$ cat config.mk
export PLATFORM = sky130hd
export DESIGN_NAME = tvq_mac
export DESIGN_NICKNAME = d
export VERILOG_FILES = /design/src/rtl/tokhura_vq_nearest_codeword_unit_defines.svh /design/src/rtl/tvq_pkg.sv /design/src/rtl/tvq_mac.sv
export SDC_FILE = /design/constraint.sdc
export NUM_CORES = 1
export LEC_CHECK = 0
export CORE_MARGIN = 3
export CORE_UTILIZATION = 56
export DETAILED_ROUTE_END_ITERATION = 10
export DONT_BUFFER_PORTS = 1
export GPL_TIMING_DRIVEN = 0
export PLACE_DENSITY = 0.71
export RECOVER_POWER = 25
export SLEW_MARGIN = 20
export SYNTH_ARGS = -nofsm -noshare
export SYNTH_HDL_FRONTEND = slang
export SYNTH_SLANG_ARGS = --single-unit
export TNS_END_PERCENT = 1
$ cat constraint.sdc
create_clock -name clk -period 13.8 [get_ports clk]
set_clock_uncertainty 0.05 [all_clocks]
set_input_delay 2.07 -clock clk [delete_from_list [all_inputs] [get_ports clk]]
set_output_delay 2.07 -clock clk [all_outputs]
set_load 0.1 [all_outputs]
$ cat src/rtl/tokhura_vq_nearest_codeword_unit_defines.svh
// assertion macros for the tokhura vq nearest codeword unit
// used by files that check their own logic; expects clk and rst_n in scope
`ifndef TOKHURA_VQ_NEAREST_CODEWORD_UNIT_DEFINES_SVH
`define TOKHURA_VQ_NEAREST_CODEWORD_UNIT_DEFINES_SVH

`ifndef SYNTHESIS
`define TVQ_ASSERT_IMP(label, ante, cons) \
    label: assert property (@(posedge clk) disable iff (!rst_n) (ante) |-> (cons)) \
        else $error("tvq assertion failed");
`define TVQ_ASSERT_NXT(label, ante, cons) \
    label: assert property (@(posedge clk) disable iff (!rst_n) (ante) |=> (cons)) \
        else $error("tvq assertion failed");
`else
`define TVQ_ASSERT_IMP(label, ante, cons)
`define TVQ_ASSERT_NXT(label, ante, cons)
`endif

`endif

$ cat src/rtl/tvq_pkg.sv
// shared constants, payload types and the weight table of the vq unit
// no dependencies
`timescale 1ns / 1ps
`default_nettype none

package tvq_pkg;

    localparam int CODEBOOK_DEPTH = 32;
    localparam int VECTOR_LEN     = 12;
    localparam int COEFF_BITS     = 16;

    // fixed field widths
    localparam int TYPE_W     = 1;
    localparam int IDX_W      = 5;
    localparam int POS_FIELD_W = 4;
    localparam int VALUE_W    = 16;
    localparam int DIST_W     = 41;
    localparam int CFG_W      = 6;

    localparam int POS_W      = $clog2(VECTOR_LEN);
    localparam int CW_W       = (CODEBOOK_DEPTH > 1) ? $clog2(CODEBOOK_DEPTH) : 1;
    localparam int CNT_W      = $clog2(CODEBOOK_DEPTH + 1);
    localparam int CB_DEPTH   = CODEBOOK_DEPTH * VECTOR_LEN;
    localparam int CB_ADDR_W  = $clog2(CB_DEPTH);
    localparam int WEIGHT_W   = 6;
    localparam int DIFF_W     = COEFF_BITS + 1;
    localparam int SQ_W       = 2 * DIFF_W;
    localparam int PROD_W     = SQ_W + WEIGHT_W;
    localparam int ACC_W      = PROD_W + $clog2(VECTOR_LEN);

    localparam logic [TYPE_W-1:0] REQ_LOAD  = 1'b0;
    localparam logic [TYPE_W-1:0] REQ_QUERY = 1'b1;

    typedef struct packed {
        logic [TYPE_W-1:0]         req_type;
        logic [IDX_W-1:0]          codeword_index;
        logic [POS_FIELD_W-1:0]    coeff_position;
        logic signed [VALUE_W-1:0] coeff_value;
    } req_t;

    typedef struct packed {
        logic [IDX_W-1:0]  best_index;
        logic [DIST_W-1:0] best_distance;
    } res_t;

    typedef struct packed {
        logic             valid;
        logic             first;
        logic             last;
        logic [POS_W-1:0] pos;
    } mac_ctl_t;

    function automatic logic [WEIGHT_W-1:0] tok_weight(input logic [POS_W-1:0] pos);
        logic [WEIGHT_W-1:0] w;
        case (pos)
            POS_W'(0):  w = WEIGHT_W'(1);
            POS_W'(1):  w = WEIGHT_W'(3);
            POS_W'(2):  w = WEIGHT_W'(7);
            POS_W'(3):  w = WEIGHT_W'(13);
            POS_W'(4):  w = WEIGHT_W'(19);
            POS_W'(5):  w = WEIGHT_W'(22);
            POS_W'(6):  w = WEIGHT_W'(25);
            POS_W'(7):  w = WEIGHT_W'(33);
            POS_W'(8):  w = WEIGHT_W'(42);
            POS_W'(9):  w = WEIGHT_W'(50);
            POS_W'(10): w = WEIGHT_W'(56);
            POS_W'(11): w = WEIGHT_W'(61);
            default:    w = '0;
        endcase
        return w;
    endfunction

endpackage

`default_nettype wire

$ cat src/rtl/tvq_mac.sv
// shared weighted square-difference and accumulate pipeline
// depends on tvq_pkg
`timescale 1ns / 1ps
`default_nettype none

module tvq_mac
    import tvq_pkg::*;
(
    input  wire logic                         clk,
    input  wire logic                         rst_n,
    input  wire mac_ctl_t                     ctl,
    input  wire logic signed [COEFF_BITS-1:0] q_coeff,
    input  wire logic signed [COEFF_BITS-1:0] c_coeff,
    output logic                              dist_valid,
    output logic [ACC_W-1:0]                  cw_dist
);

    mac_ctl_t                s1_ctl_reg;
    mac_ctl_t                s2_ctl_reg;
    logic signed [DIFF_W-1:0] diff;
    logic signed [SQ_W-1:0]   sq_full;
    logic [SQ_W-1:0]          sq_reg;
    logic [PROD_W-1:0]        prod_reg;
    logic [ACC_W-1:0]         acc_reg;
    logic [ACC_W-1:0]         acc_next;
    logic                     dist_valid_reg;

    assign diff    = DIFF_W'(q_coeff) - DIFF_W'(c_coeff);
    assign sq_full = SQ_W'(diff) * SQ_W'(diff);

    // first term of a codeword restarts the sum
    assign acc_next = s2_ctl_reg.first ? ACC_W'(prod_reg) : acc_reg + ACC_W'(prod_reg);

    always_ff @(posedge clk or negedge rst_n)
    begin
        if (!rst_n)
        begin
            s1_ctl_reg     <= '0;
            s2_ctl_reg     <= '0;
            dist_valid_reg <= 1'b0;
        end
        else
        begin
            s1_ctl_reg     <= ctl;
            s2_ctl_reg     <= s1_ctl_reg;
            dist_valid_reg <= s2_ctl_reg.valid && s2_ctl_reg.last;
        end
    end

    always_ff @(posedge clk)
    begin
        sq_reg   <= SQ_W'(sq_full);
        prod_reg <= PROD_W'(sq_reg) * PROD_W'(tok_weight(s1_ctl_reg.pos));
        if (s2_ctl_reg.valid)
        begin
            acc_reg <= acc_next;
        end
    end

    assign dist_valid = dist_valid_reg;
    assign cw_dist    = acc_reg;

endmodule

`default_nettype wire

==> impl_metrics.py, run 1 <==
metrics = {
    "logic_synthesis": {
        "synthArstFlopShare": 0.0859,
        "synth_seq_cells": 128,
        "synth_area_leaders": "fa_1 (36%), ha_1 (11%), inv_1 (8.1%), dfxtp_1 (6.5%), edfxtp_1 (5.9%)",
        "synth_top_area_frac": 0.359,
        "yosysTopAreaCell": "fa_1",
        "syn_area_um2": 22400,
        "synth_edf_count": 44,
        "avgSynthCellArea_um2": 9.02,
        "yosysSeqAreaShare": 0.136,
        "yosys.cell_types.count": 93,
        "syn_inst": 2489,
        "ys.flop_type": "dfxtp_1",
        "yosys_warnings": 0,
    },
    "timing": {
        "finalSetupViolations": 0,
        "fin_setup_tns_ns": 0,
        "rsz0062_at_grt": "no",
        "fmax_mhz": 95.9,
        "worst_pin_slew_ns": 1.55,
        "finalHoldViolCount": 0,
        "worst_slack_ns": 3.38,
        "period_needed_ns": 10.42,
        "slew_headroom": -0.0319,
        "finalCritPeriodShare": 0.755,
        "final_max_slew_viol_count": 27,
    },
    "setup_path": {
        "crit_fanout": 10,
        "critPathLaunch": "q_coeff[0]",
        "arrival_ns": 10.75,
        "rrSetupSlack_ns": 7.29,
        "crit_cells": 31,
        "crit_end": "sq_reg[32]",
        "cp_top_family": "adder cells",
        "crit_top_cell": "fa_1",
        "critPathKind": "in -> reg",
        "cp.required_ns": 14.13,
        "start_kind": "input pin",
        "r2r_end": "prod_reg[26]",
        "crit_buf_inv": 6,
        "slowest_delay_ns": 0.76,
        "endpoint_kind": "register",
        "reg2reg_from": "s1_ctl_reg[1]",
        "reg2reg_depth": 19,
        "worst_path_max_delay_cell": "fa_1",
    },
    "floorplanning": {
        "core_um2": 39100,
        "io_pins": 86,
        "fp-row-count": 72,
        "die_h_um": 206,
        "fp.dieW_um": 206,
        "dieArea_um2": 42500,
        "start_util": 0.574,
    },
    "finish": {
        "finalNonFillerCells": 3044,
        "largest_reg_flops": 44,
        "area_growth_pct": 5.72,
        "num_antenna_cells": 0,
        "final_nets": 3147,
        "nFillCells": 3461,
        "drive_gt1_frac": 0.0396,
        "fin_area_um2": 23700,
    },
    "global_routing": {
        "grt_pass1_vias": 17600,
        "grt_pass1_wl_um": 86800,
        "globalRouteOverflowTotal": 0,
        "track_usage": 0.256,
        "grt_max_degree": 27,
        "antenna_found_initial": 0,
    },
    "placement": {
        "io_buffers": 0,
        "placed_cell_area_um2": 23100,
        "place_ws_ns": 2.95,
        "place_congestion": 0.966,
        "hpwl_um": 43100,
        "dp.cells": 3012,
    },
    "clock_network": {
        "cts_resized": 0,
        "post-cts-setup-buffers": 0,
        "clock_sinks": 128,
        "cts_buffers": 17,
        "worstSkewPairLatency_ns": 0.44,
        "postCtsHoldBufs": 0,
        "cts_buffer_depth": 2,
        "cts_tree": "built",
        "clkTransAtPathRegs_ns": 0.06,
        "cts-root-buf": "clkbuf_16",
        "htreeDepth": 4,
    },
    "routing": {
        "ant_nets": 0,
        "initialDrtViolationCount": 1099,
        "drt_wl_total_um": 52000,
        "avgRoutedWirePerCell_um": 17.1,
        "drt_first_pass_iters": 5,
        "drc": 0,
        "vias_per_cell": 5.55,
        "num_vias": 16900,
    },
    "outcome": {
        "status": "finished with violations",
        "violations": "capacitance limit, slew limit",
    },
    "hold_path": {
        "hp-class": "reg -> reg",
    },
    "flow_run": {
        "maxCapViolCount": 1,
    },
}
==> kinds of logic (layout without fill, tap and decap cells) <==
family	Yosys count	count (layout)	synth area share
adder cells (fa/ha/maj)	593	593	0.465
multiplexers	13	13	0.00619
AND/OR/NAND/NOR	690	690	0.137
buffers and inverters	560	593	0.0953
XOR/XNOR	101	101	0.0397
AO/OA/AOI/OAI	402	402	0.120
other	2	6	0.000335
flip-flops	128	128	0.136
==> cells in the mapped netlist (14+ instances only) <==
| cell type | count |
|---|---|
| and2_1 | 40 |
| xnor2_1 | 67 |
| o211ai_1 | 18 |
| o21ai_0 | 88 |
| xor2_1 | 33 |
| nand2b_1 | 17 |
| a31oi_1 | 18 |
| a21o_1 | 53 |
| a211oi_1 | 14 |
| a21oi_1 | 102 |
| and3_1 | 14 |
| inv_1 | 486 |
| nor3_1 | 20 |
| fa_1 | 403 |
| edfxtp_1 | 44 |
| nand2_1 | 331 |
| nand3_1 | 23 |
| ha_1 | 190 |
| nor2_1 | 169 |
| clkbuf_1 | 56 |
| nor2b_1 | 16 |
| dfxtp_1 | 73 |
==> routing by layer <==
| layer | part of all wire | GRT usage |
|---|---|---|
| met3 | 0.054 | 0.0312 |
| met5 | 0 | 0 |
| met2 | 0.49 | 0.451 |
| met4 | 0.030 | 0.0776 |
| met1 | 0.43 | 0.332 |
==> worst min path at each step <==
stage,startpoint,cells after the start,to,slack (ns)
CTS,s1_ctl_reg[6],0,s2_ctl_reg[6],0.31
global route,s1_ctl_reg[6],0,s2_ctl_reg[6],0.32
floorplan,s1_ctl_reg[4],0,s2_ctl_reg[4],0.28
detailed placement,s1_ctl_reg[6],0,s2_ctl_reg[6],0.29
global placement,s1_ctl_reg[6],0,s2_ctl_reg[6],0.29
finish,s1_ctl_reg[6],0,s2_ctl_reg[6],0.31
==> layout make-up <==
type                    count  area [µm²]  area share
well taps                 518         648      0.0273
clock buffers              20         479      0.0202
flip-flops and latches    128        3060       0.129
clock inverters            12         115     0.00485
plain buffers              71         303      0.0128
inverters                 489        1840      0.0773
multi-input cells        1805       17300       0.729
repair buffers              1        3.75    0.000158
==> per-stage QoR <==
step                      hold WS (ns)   util
after detailed placement         0.289  0.592
after global routing             0.321  0.607
after floorplan                  0.281      -
final                            0.307  0.607
after CTS                        0.314  0.607
after global placement           0.293  0.591
==> cells in the final DEF (no fill, tap or decap), types with 11 or more instances in the layout <==
cell / n
dfxtp_1: 73
fa_1: 403
nor3_1: 20
a211oi_1: 14
o211ai_1: 18
nand3_1: 23
clkbuf_16: 19
inv_1: 486
a21o_1: 53
clkbuf_1: 58
and3_1: 14
buf_2: 11
nand2b_1: 17
a21oi_1: 102
xnor2_1: 65
nor2b_1: 16
a31oi_1: 18
o21ai_0: 88
edfxtp_1: 44
ha_1: 190
dfrtp_1: 11
nor2_1: 169
nand2_1: 331
xor2_1: 32
o21a_1: 11
and2_1: 40
Power of run 1 is left out: the tool's default activity adds up to more than one toggle a clock period on the data nets, which glitch-free logic cannot reach.
==> run 2, diff against run 1 <==
--- a/config.mk
+++ b/config.mk
@@ -10,7 +10,7 @@
 export DETAILED_ROUTE_END_ITERATION = 10
 export DONT_BUFFER_PORTS = 1
 export GPL_TIMING_DRIVEN = 0
-export PLACE_DENSITY = 0.71
+export PLACE_DENSITY = 0.74
 export RECOVER_POWER = 25
 export SLEW_MARGIN = 20
 export SYNTH_ARGS = -nofsm -noshare
==> constraint.sdc (replaced) <==
create_clock -name clk -period 8.8 [get_ports clk]
set_clock_uncertainty 0.05 [all_clocks]
set_input_delay 1.32 -clock clk [delete_from_list [all_inputs] [get_ports clk]]
set_output_delay 1.32 -clock clk [all_outputs]
set_load 0.1 [all_outputs]
==> run 2 against run 1 <==
The run still ends with capacitance limit, slew limit left. Non-clock buffer count up 18. Core utilization up 1.3 points. Wire length up 0.95%. Critical path type unchanged. First-iteration DRC count up 6.8%. Final area up 2.2%. Critical path depth unchanged. Highest routed layer unchanged. Clock-buffer cell count down 3. Worst hold slack worse by 0.0064 ns. Critical endpoint is now sq_reg[31].
==> impl_metrics.py, run 2 (same netlist as run 1, synthesis figures left out) <==
metrics = {
    "outcome": {
        "status": "finished with violations",
        "violations": "capacitance limit, slew limit",
    },
    "global_routing": {
        "track_usage": 0.255,
        "grt_max_degree": 28,
        "grt_pass1_vias": 17800,
        "globalRouteOverflowTotal": 0,
        "antenna_found_initial": 0,
        "grt_pass1_wl_um": 86800,
    },
    "clock_network": {
        "clock_sinks": 128,
        "htreeDepth": 4,
        "cts_buffer_depth": 2,
        "cts_buffers": 17,
        "clkTransAtPathRegs_ns": 0.06,
        "cts_tree": "built",
        "worstSkewPairLatency_ns": 0.45,
        "cts-root-buf": "clkbuf_16",
    },
    "setup_path": {
        "arrival_ns": 8.99,
        "start_kind": "input pin",
        "reg2reg_depth": 19,
        "r2r_end": "prod_reg[39]",
        "endpoint_kind": "register",
        "worst_path_max_delay_cell": "fa_1",
        "critPathKind": "in -> reg",
        "crit_fanout": 10,
        "rrSetupSlack_ns": 2.25,
        "cp.required_ns": 9.08,
        "slowest_delay_ns": 0.56,
        "reg2reg_from": "s1_ctl_reg[1]",
    },
    "finish": {
        "mostFrequentLayoutCells": "inv_1 (484), fa_1 (399), nand2_1 (327), ha_1 (183), nor2_1 (165)",
        "area_growth_pct": 8.04,
        "final_nets": 3165,
        "nFillCells": 3276,
        "drive_gt1_frac": 0.0664,
        "num_antenna_cells": 0,
        "multi_input_area_um2": 17600,
        "largest_reg_flops": 44,
        "regArea_um2": 3060,
        "fin_area_um2": 24300,
        "final_common_cell": "inv_1",
    },
    "timing": {
        "hold_ws_ns": 0.301,
        "final_max_slew_viol_count": 28,
        "worst_pin_slew_ns": 1.64,
        "finalCritPeriodShare": 0.990,
        "slew_headroom": -0.0920,
        "rsz0062_at_grt": "yes",
        "fmax_mhz": 115,
        "finalSetupViolations": 0,
        "finalHoldViolCount": 0,
        "fin_setup_tns_ns": 0,
        "period_needed_ns": 8.71,
        "worst_slack_ns": 0.0901,
    },
    "placement": {
        "hpwl_um": 42900,
        "place_ws_ns": -1.30,
        "place_congestion": 0.962,
        "io_buffers": 0,
        "placed_cell_area_um2": 23200,
    },
    "routing": {
        "num_vias": 17200,
        "drt_first_pass_iters": 6,
        "vias_per_cell": 5.62,
        "drt_wl_total_um": 52500,
        "initialDrtViolationCount": 1174,
        "drc": 0,
        "avgRoutedWirePerCell_um": 17.1,
        "ant_nets": 0,
    },
    "hold_path": {
        "whs_path_depth": 0,
        "hold_start": "s1_ctl_reg[6]",
        "hp-class": "reg -> reg",
        "hold_end": "s2_ctl_reg[6]",
    },
    "floorplanning": {
        "core_um2": 39100,
        "io_pins": 86,
        "fp.dieW_um": 206,
        "die_h_um": 206,
        "fp-row-count": 72,
        "start_util": 0.574,
        "dieArea_um2": 42500,
    },
    "flow_run": {
        "maxCapViolCount": 1,
    },
}
run 2: how the worst max path moves through the flow:
stage,startpoint,to,depth (start not counted)
2_1_floorplan,c_coeff[2],sq_reg[32],31
3_3_place_gp,q_coeff[0],sq_reg[32],31
3_5_place_dp,q_coeff[0],sq_reg[32],31
4_1_cts,c_coeff[1],sq_reg[32],29
5_1_grt,c_coeff[1],sq_reg[33],31
6_report,c_coeff[1],sq_reg[31],31
run 2: layer usage:
layer  GRT usage  up-vias  share of wire  routed length [µm]
met2       0.437      649           0.48               25100
li1            -     8004              -                   -
met1       0.331     8427           0.42               22200
met4      0.0948        0          0.037                1960
met5           0        -              0                   0
met3      0.0347      137          0.061                3210
run 2: area by class of cell:
| type | instances | area share |
|---|---|---|
| clock inverter | 15 | 0.00810 |
| tap | 518 | 0.0267 |
| timing repair buffer | 21 | 0.00635 |
| clock buffer | 17 | 0.0175 |
| multi-input combinational | 1805 | 0.725 |
| buffer | 69 | 0.0138 |
| sequential | 128 | 0.126 |
| inverter | 489 | 0.0760 |
run 2: repair_timing:
action | 4_1_cts | 5_1_grt
cloned | 0 | 0
endpoints found under the hold margin | 0 | 0
gates resized for setup | 35 | 50
pin swaps | 13 | 17
endpoints found under the setup margin | 15 | 14
buffers inserted | 12 | 8
hold buffers | 0 | 0
run 2: stage by stage:
step           utilization  instances
2_1_floorplan            -       2493
3_5_place_dp         0.592       3012
6_report             0.620       3062
3_3_place_gp         0.591       3011
5_1_grt              0.620       3062
4_1_cts              0.614       3054
run 2: worst max-delay path: cells and delay by family:
family,cells,cell delay [ns]
fa+ha+maj,8,3.83
compound gates,9,1.89
simple gates,5,1.04
buf+inv,8,0.75
xor+xnor,1,0.14
Power of run 2 is left out for the same reason.
